### src/hdl/tbpf_pkg.sv
// Shared types and constants for the tile background pixel fetch unit.
// Used by the controller, the datapath and the top level. No dependencies.
package tbpf_pkg;

  // Video memory geometry (8 KB)
  localparam int unsigned VMEM_DEPTH = 8192;
  localparam int unsigned VMEM_AW    = 13;
  localparam int unsigned VMEM_DW    = 8;

  // Configuration port
  localparam int unsigned CFG_IW = 3;
  localparam int unsigned CFG_DW = 32;

  localparam logic [7:0] CONTROL_RESET = 8'h91;

  // display_control bit positions
  localparam int unsigned CTL_DISPLAY_EN = 7;
  localparam int unsigned CTL_UNSIGNED   = 4;
  localparam int unsigned CTL_MAP_HIGH   = 3;

  typedef enum logic [CFG_IW-1:0] {
    CFG_DISPLAY_CONTROL = 3'd0,
    CFG_SCROLL_Y        = 3'd1,
    CFG_SCROLL_X        = 3'd2,
    CFG_PALETTE_0       = 3'd3,
    CFG_PALETTE_1       = 3'd4,
    CFG_PALETTE_2       = 3'd5,
    CFG_PALETTE_3       = 3'd6
  } cfg_index_e;

  typedef enum logic {
    OP_WRITE  = 1'b0,
    OP_RENDER = 1'b1
  } op_e;

  // Controller to datapath commands
  typedef struct packed {
    logic wr;         // write input byte to video memory
    logic acc;        // latch render coordinates, read tile map
    logic issue_lo;   // read low bit-plane byte
    logic issue_hi;   // read high bit-plane byte
    logic load_pix;   // load result register
  } tbpf_cmd_t;

  // Datapath to controller status
  typedef struct packed {
    logic is_render;
    logic on_screen;
  } tbpf_status_t;

endpackage

### src/hdl/tbpf_ctrl.sv
// Sequencer for the pixel fetch: three dependent video memory reads per pixel.
// Depends on tbpf_pkg for the command and status structs.
module tbpf_ctrl import tbpf_pkg::*; (
  input  logic         clk_i,
  input  logic         rst_ni,
  input  logic         in_valid_i,
  output logic         in_ready_o,
  output logic         out_valid_o,
  input  logic         out_ready_i,
  input  tbpf_status_t status_i,
  output tbpf_cmd_t    cmd_o
);

  typedef enum logic [1:0] {
    S_IDLE,
    S_TILE,
    S_LO,
    S_HI
  } state_e;

  state_e state_q, state_d;
  logic   out_valid_q, out_valid_d;
  logic   out_free, accept, render_go;

  // Result slot is free when empty or being drained this cycle;
  // idle takes a beat even while a result waits, the fetch holds in S_HI
  assign out_free   = !out_valid_q || out_ready_i;
  assign in_ready_o = (state_q == S_IDLE) || (state_q == S_HI && out_free);
  assign accept     = in_valid_i && in_ready_o;
  assign render_go  = accept && status_i.is_render && status_i.on_screen;

  // Commands
  always_comb begin
    cmd_o          = '0;
    cmd_o.wr       = accept && !status_i.is_render;
    cmd_o.acc      = render_go;
    cmd_o.issue_lo = (state_q == S_TILE);
    cmd_o.issue_hi = (state_q == S_LO);
    cmd_o.load_pix = (state_q == S_HI) && out_free;
  end

  // Next state
  always_comb begin
    state_d     = state_q;
    out_valid_d = out_valid_q;
    if (out_ready_i) begin
      out_valid_d = 1'b0;
    end
    case (state_q)
      S_IDLE: begin
        if (render_go) begin
          state_d = S_TILE;
        end
      end
      S_TILE: state_d = S_LO;
      S_LO:   state_d = S_HI;
      S_HI: begin
        if (out_free) begin
          out_valid_d = 1'b1;
          state_d     = render_go ? S_TILE : S_IDLE;
        end
      end
      default: state_d = S_IDLE;
    endcase
  end

  always_ff @(posedge clk_i or negedge rst_ni) begin
    if (!rst_ni) begin
      state_q     <= S_IDLE;
      out_valid_q <= 1'b0;
    end else begin
      state_q     <= state_d;
      out_valid_q <= out_valid_d;
    end
  end

  assign out_valid_o = out_valid_q;

  // Single memory port: at most one access per cycle
  assert property (@(posedge clk_i) disable iff (!rst_ni)
    $onehot0({cmd_o.wr, cmd_o.acc, cmd_o.issue_lo, cmd_o.issue_hi}))
    else $error("tbpf_ctrl: video memory port conflict");

  // An accepted on-screen render starts the fetch sequence
  assert property (@(posedge clk_i) disable iff (!rst_ni)
    render_go |=> state_q == S_TILE)
    else $error("tbpf_ctrl: render not started");

  assert property (@(posedge clk_i) disable iff (!rst_ni)
    state_q == S_TILE |=> state_q == S_LO)
    else $error("tbpf_ctrl: tile read not followed by plane read");

  // Finishing a pixel with a free slot always presents a result
  assert property (@(posedge clk_i) disable iff (!rst_ni)
    (state_q == S_HI && !out_valid_q) |=> out_valid_q)
    else $error("tbpf_ctrl: finished pixel lost");

endmodule

### config.mk
export PLATFORM = sky130hd
export DESIGN_NAME = tbpf_ctrl
export DESIGN_NICKNAME = d
export VERILOG_FILES = /design/src/hdl/tbpf_pkg.sv /design/src/hdl/tbpf_ctrl.sv
export SDC_FILE = /design/constraint.sdc
export NUM_CORES = 1
export LEC_CHECK = 0
export BUFFER_PORTS_ARGS = -buffer_cell sky130_fd_sc_hd__buf_4
export CAP_MARGIN = 5
export CORE_AREA = 5 5 42 44
export CTS_CLUSTER_DIAMETER = 120
export DETAILED_ROUTE_END_ITERATION = 6
export DIE_AREA = 0 0 47 49
export SLEW_MARGIN = 0
export SYNTH_ARGS = -nofsm -noshare
export SYNTH_HDL_FRONTEND = slang
export SYNTH_SLANG_ARGS = --single-unit
### constraint.sdc
create_clock -name clk_i -period 1.52 [get_ports clk_i]
set_input_delay 0 -clock clk_i [delete_from_list [all_inputs] [get_ports clk_i]]
set_output_delay 0 -clock clk_i [all_outputs]
set_load 0.05 [all_outputs]
==> impl_metrics.env <==
export IMPL_rr_startpoint="state_q[1]$_DFFE_PN0P_"
export IMPL_drc=0
export IMPL_area_delta_synth_final_pct=55.1
export IMPL_cp_end_kind="primary output"
export IMPL_grtUsageTotal_pct=5.86
export IMPL_drtIter0Drc=3
export IMPL_wl_per_cell_um=9.76
export IMPL_antenna_left=0
export IMPL_root_buffer="clkbuf_4"
export IMPL_start_util_pct=20.3
export IMPL_finClkSkew_ns=0.00387
export IMPL_cts_tree="built"
export IMPL_io_buffers=12
export IMPL_worst_slew_pin_slew_ns=0.184
export IMPL_fillers=163
export IMPL_path_buf_inv=2
export IMPL_cap_violations=0
export IMPL_path_cells="inv_1, ha_2, a21oi_2, nor3b_2, buf_6"
export IMPL_path_class="flop to primary output"
export IMPL_grt_pass1_vias=251
export IMPL_rr_endpoint="state_q[1]$_DFFE_PN0P_"
export IMPL_avgViaCountPerCell=4.17
export IMPL_via_count=246
export IMPL_netlist_instances=27
export IMPL_cts_sink_count=3
export IMPL_crit_slowest_cell="dfrtp_1"
export IMPL_maxSlewViolCount=0
export IMPL_startpoint_type="flop"
export IMPL_syn_nets=38
export IMPL_crit_fanout=5
export IMPL_tns_ns=0
export IMPL_n_antenna_cell=0
export IMPL_layout_common_cells="buf_4 (11), ha_1 (3), clkbuf_4 (3), dfrtp_1 (3)"
export IMPL_synth_seq_area_share_pct=26.4
export IMPL_synth_area_um2=284
export IMPL_core_area_um2=1400
export IMPL_layout_cells_non_filler=59
export IMPL_dieHeight_um=49
export IMPL_place_congestion=0.763
export IMPL_rsz0062_at_grt="false"
export IMPL_first_pass_iters=4
export IMPL_critPathTopFamily="flip-flops"
export IMPL_wirelength_um=576
export IMPL_period_needed_ns=1.43
export IMPL_fp_dieW_um=47
export IMPL_cp_required_ns=1.52
export IMPL_cts_buffers_inserted=3
export IMPL_worstPathArrival_ns=1.43
export IMPL_grt_max_degree=7
export IMPL_grt_overflow=0
export IMPL_syn_mean_instance_area_um2=10.5
export IMPL_cts_path_max_buffers=2
export IMPL_finalSetupViolations=0
export IMPL_fin_crit_sh_pct=94.3
export IMPL_dpl_cell_count=54
export IMPL_ys_warn_count=0
export IMPL_r2r_slack_ns=0.16
export IMPL_drive_above_1_share_pct=58.1
export IMPL_status="completed"
export IMPL_layout_commonest_cell="buf_4"
export IMPL_path_clk_slew_ns=0.04
export IMPL_fmax_mhz=698
export IMPL_grt_pass1_wl_um=945
export IMPL_antenna_found_initial=0
export IMPL_max_slew_margin_pct=87.8
export IMPL_num_rows=14
export IMPL_slowest_delay_ns=0.42
export IMPL_reg2regPathDepth=4
export IMPL_nNetsFinal=55
export IMPL_synth_cell_types=17
export IMPL_ctsHtreeMaxLevel=1
export IMPL_synth_seq_cells=3
export IMPL_hold_violations=0
export IMPL_num_io_pins=13
export IMPL_dieArea_um2=2300
export IMPL_dp_final_hpwl_um=468
export IMPL_hp_class="input pin to async pin"
export IMPL_clk_latency_ns=0.24
==> registers in the layout (all words and copies together) (netlist names) <==
signal	flops
state_q	2
out_valid_o	1
==> how the worst max path moves through the flow <==
stage	startpoint	endpoint	cells after the start
after CTS	state_q[0]$_DFFE_PN0P_	cmd_o[4]	5
after detailed placement	state_q[0]$_DFFE_PN0P_	state_q[1]$_DFFE_PN0P_	4
after global placement	state_q[0]$_DFFE_PN0P_	state_q[1]$_DFFE_PN0P_	4
final	state_q[1]$_DFFE_PN0P_	cmd_o[4]	5
after global routing	state_q[1]$_DFFE_PN0P_	in_ready_o	5
after floorplan	out_valid_o$_DFF_PN0_	cmd_o[4]	3
==> worst register-to-register path, stage by stage (launching register included) <==
cell	delay, ns
dfrtp_1	0.42
inv_1	0.11
ha_2	0.21
a22oi_2	0.19
mux2_4	0.31
==> metal layers <==
metal | track usage, % | vias to the layer above | routed length [µm]
li1 | - | 125 | -
met1 | 6.64 | 113 | 248
met2 | 7.69 | 8 | 287
met3 | 2.58 | 0 | 40
met4 | 5.53 | 0 | 0
met5 | 0 | - | 0
==> layout make-up <==
class	count	area [µm²]	area share, %
inverters	3	11.3	2.56
flip-flops and latches	3	75.1	17.0
multi-input cells	20	204	46.3
clock buffers	4	26.3	5.97
well taps	16	20.0	4.55
repair buffers	13	104	23.6
==> stage by stage <==
step / area, µm² / util [%] / setup slack, ns / hold WS (ns)
final: 440 / 31.4 / 0.0869 / 0.0886
after global routing: 440 / 31.4 / 0.0177 / 0.0962
after CTS: 432 / 30.8 / 0.0157 / 0.0885
after detailed placement: 392 / 27.9 / 0.122 / -0.210
after global placement: 392 / 27.9 / 0.127 / -0.208
after floorplan: 289 / - / 0.000495 / -0.296
==> synthesized netlist by cell type <==
cell type  count  share of area, %
ha_1           5                22
dfrtp_1        3                26
inv_1          3               4.0
nand2b_1       2               4.4
nor2_1         2               2.6
a21oi_1        1               1.8
a221oi_2       1               5.3
a22oi_2        1               4.4
a2bb2oi_1      1               3.1
and2_1         1               2.2
and4_1         1               3.1
buf_4          1               2.6
mux2_4         1               5.3
nand3_2        1               3.5
nor2b_4        1               4.8
nor3_1         1               1.8
nor3b_1        1               2.6
==> kinds of logic (layout without fill, tap and decap cells) <==
kind of cell,after synthesis,count (layout),share of synthesized area (%)
flops,3,3,26.4
mux,1,1,5.28
compound gates,4,4,14.5
fa+ha+maj,5,5,22.0
simple gates,10,10,25.1
buf+inv,4,20,6.61
==> what timing repair did <==
action                     4_1_cts  5_1_grt
setup buffers                    0        0
pin swaps                        0        1
setup endpoints to repair        3        3
resized for setup                1        4
hold buffers                     1        0
hold endpoints to repair         3        0
Power is not shown: default switching activity piles up to over one toggle a cycle in this logic, so the estimate is an artifact.
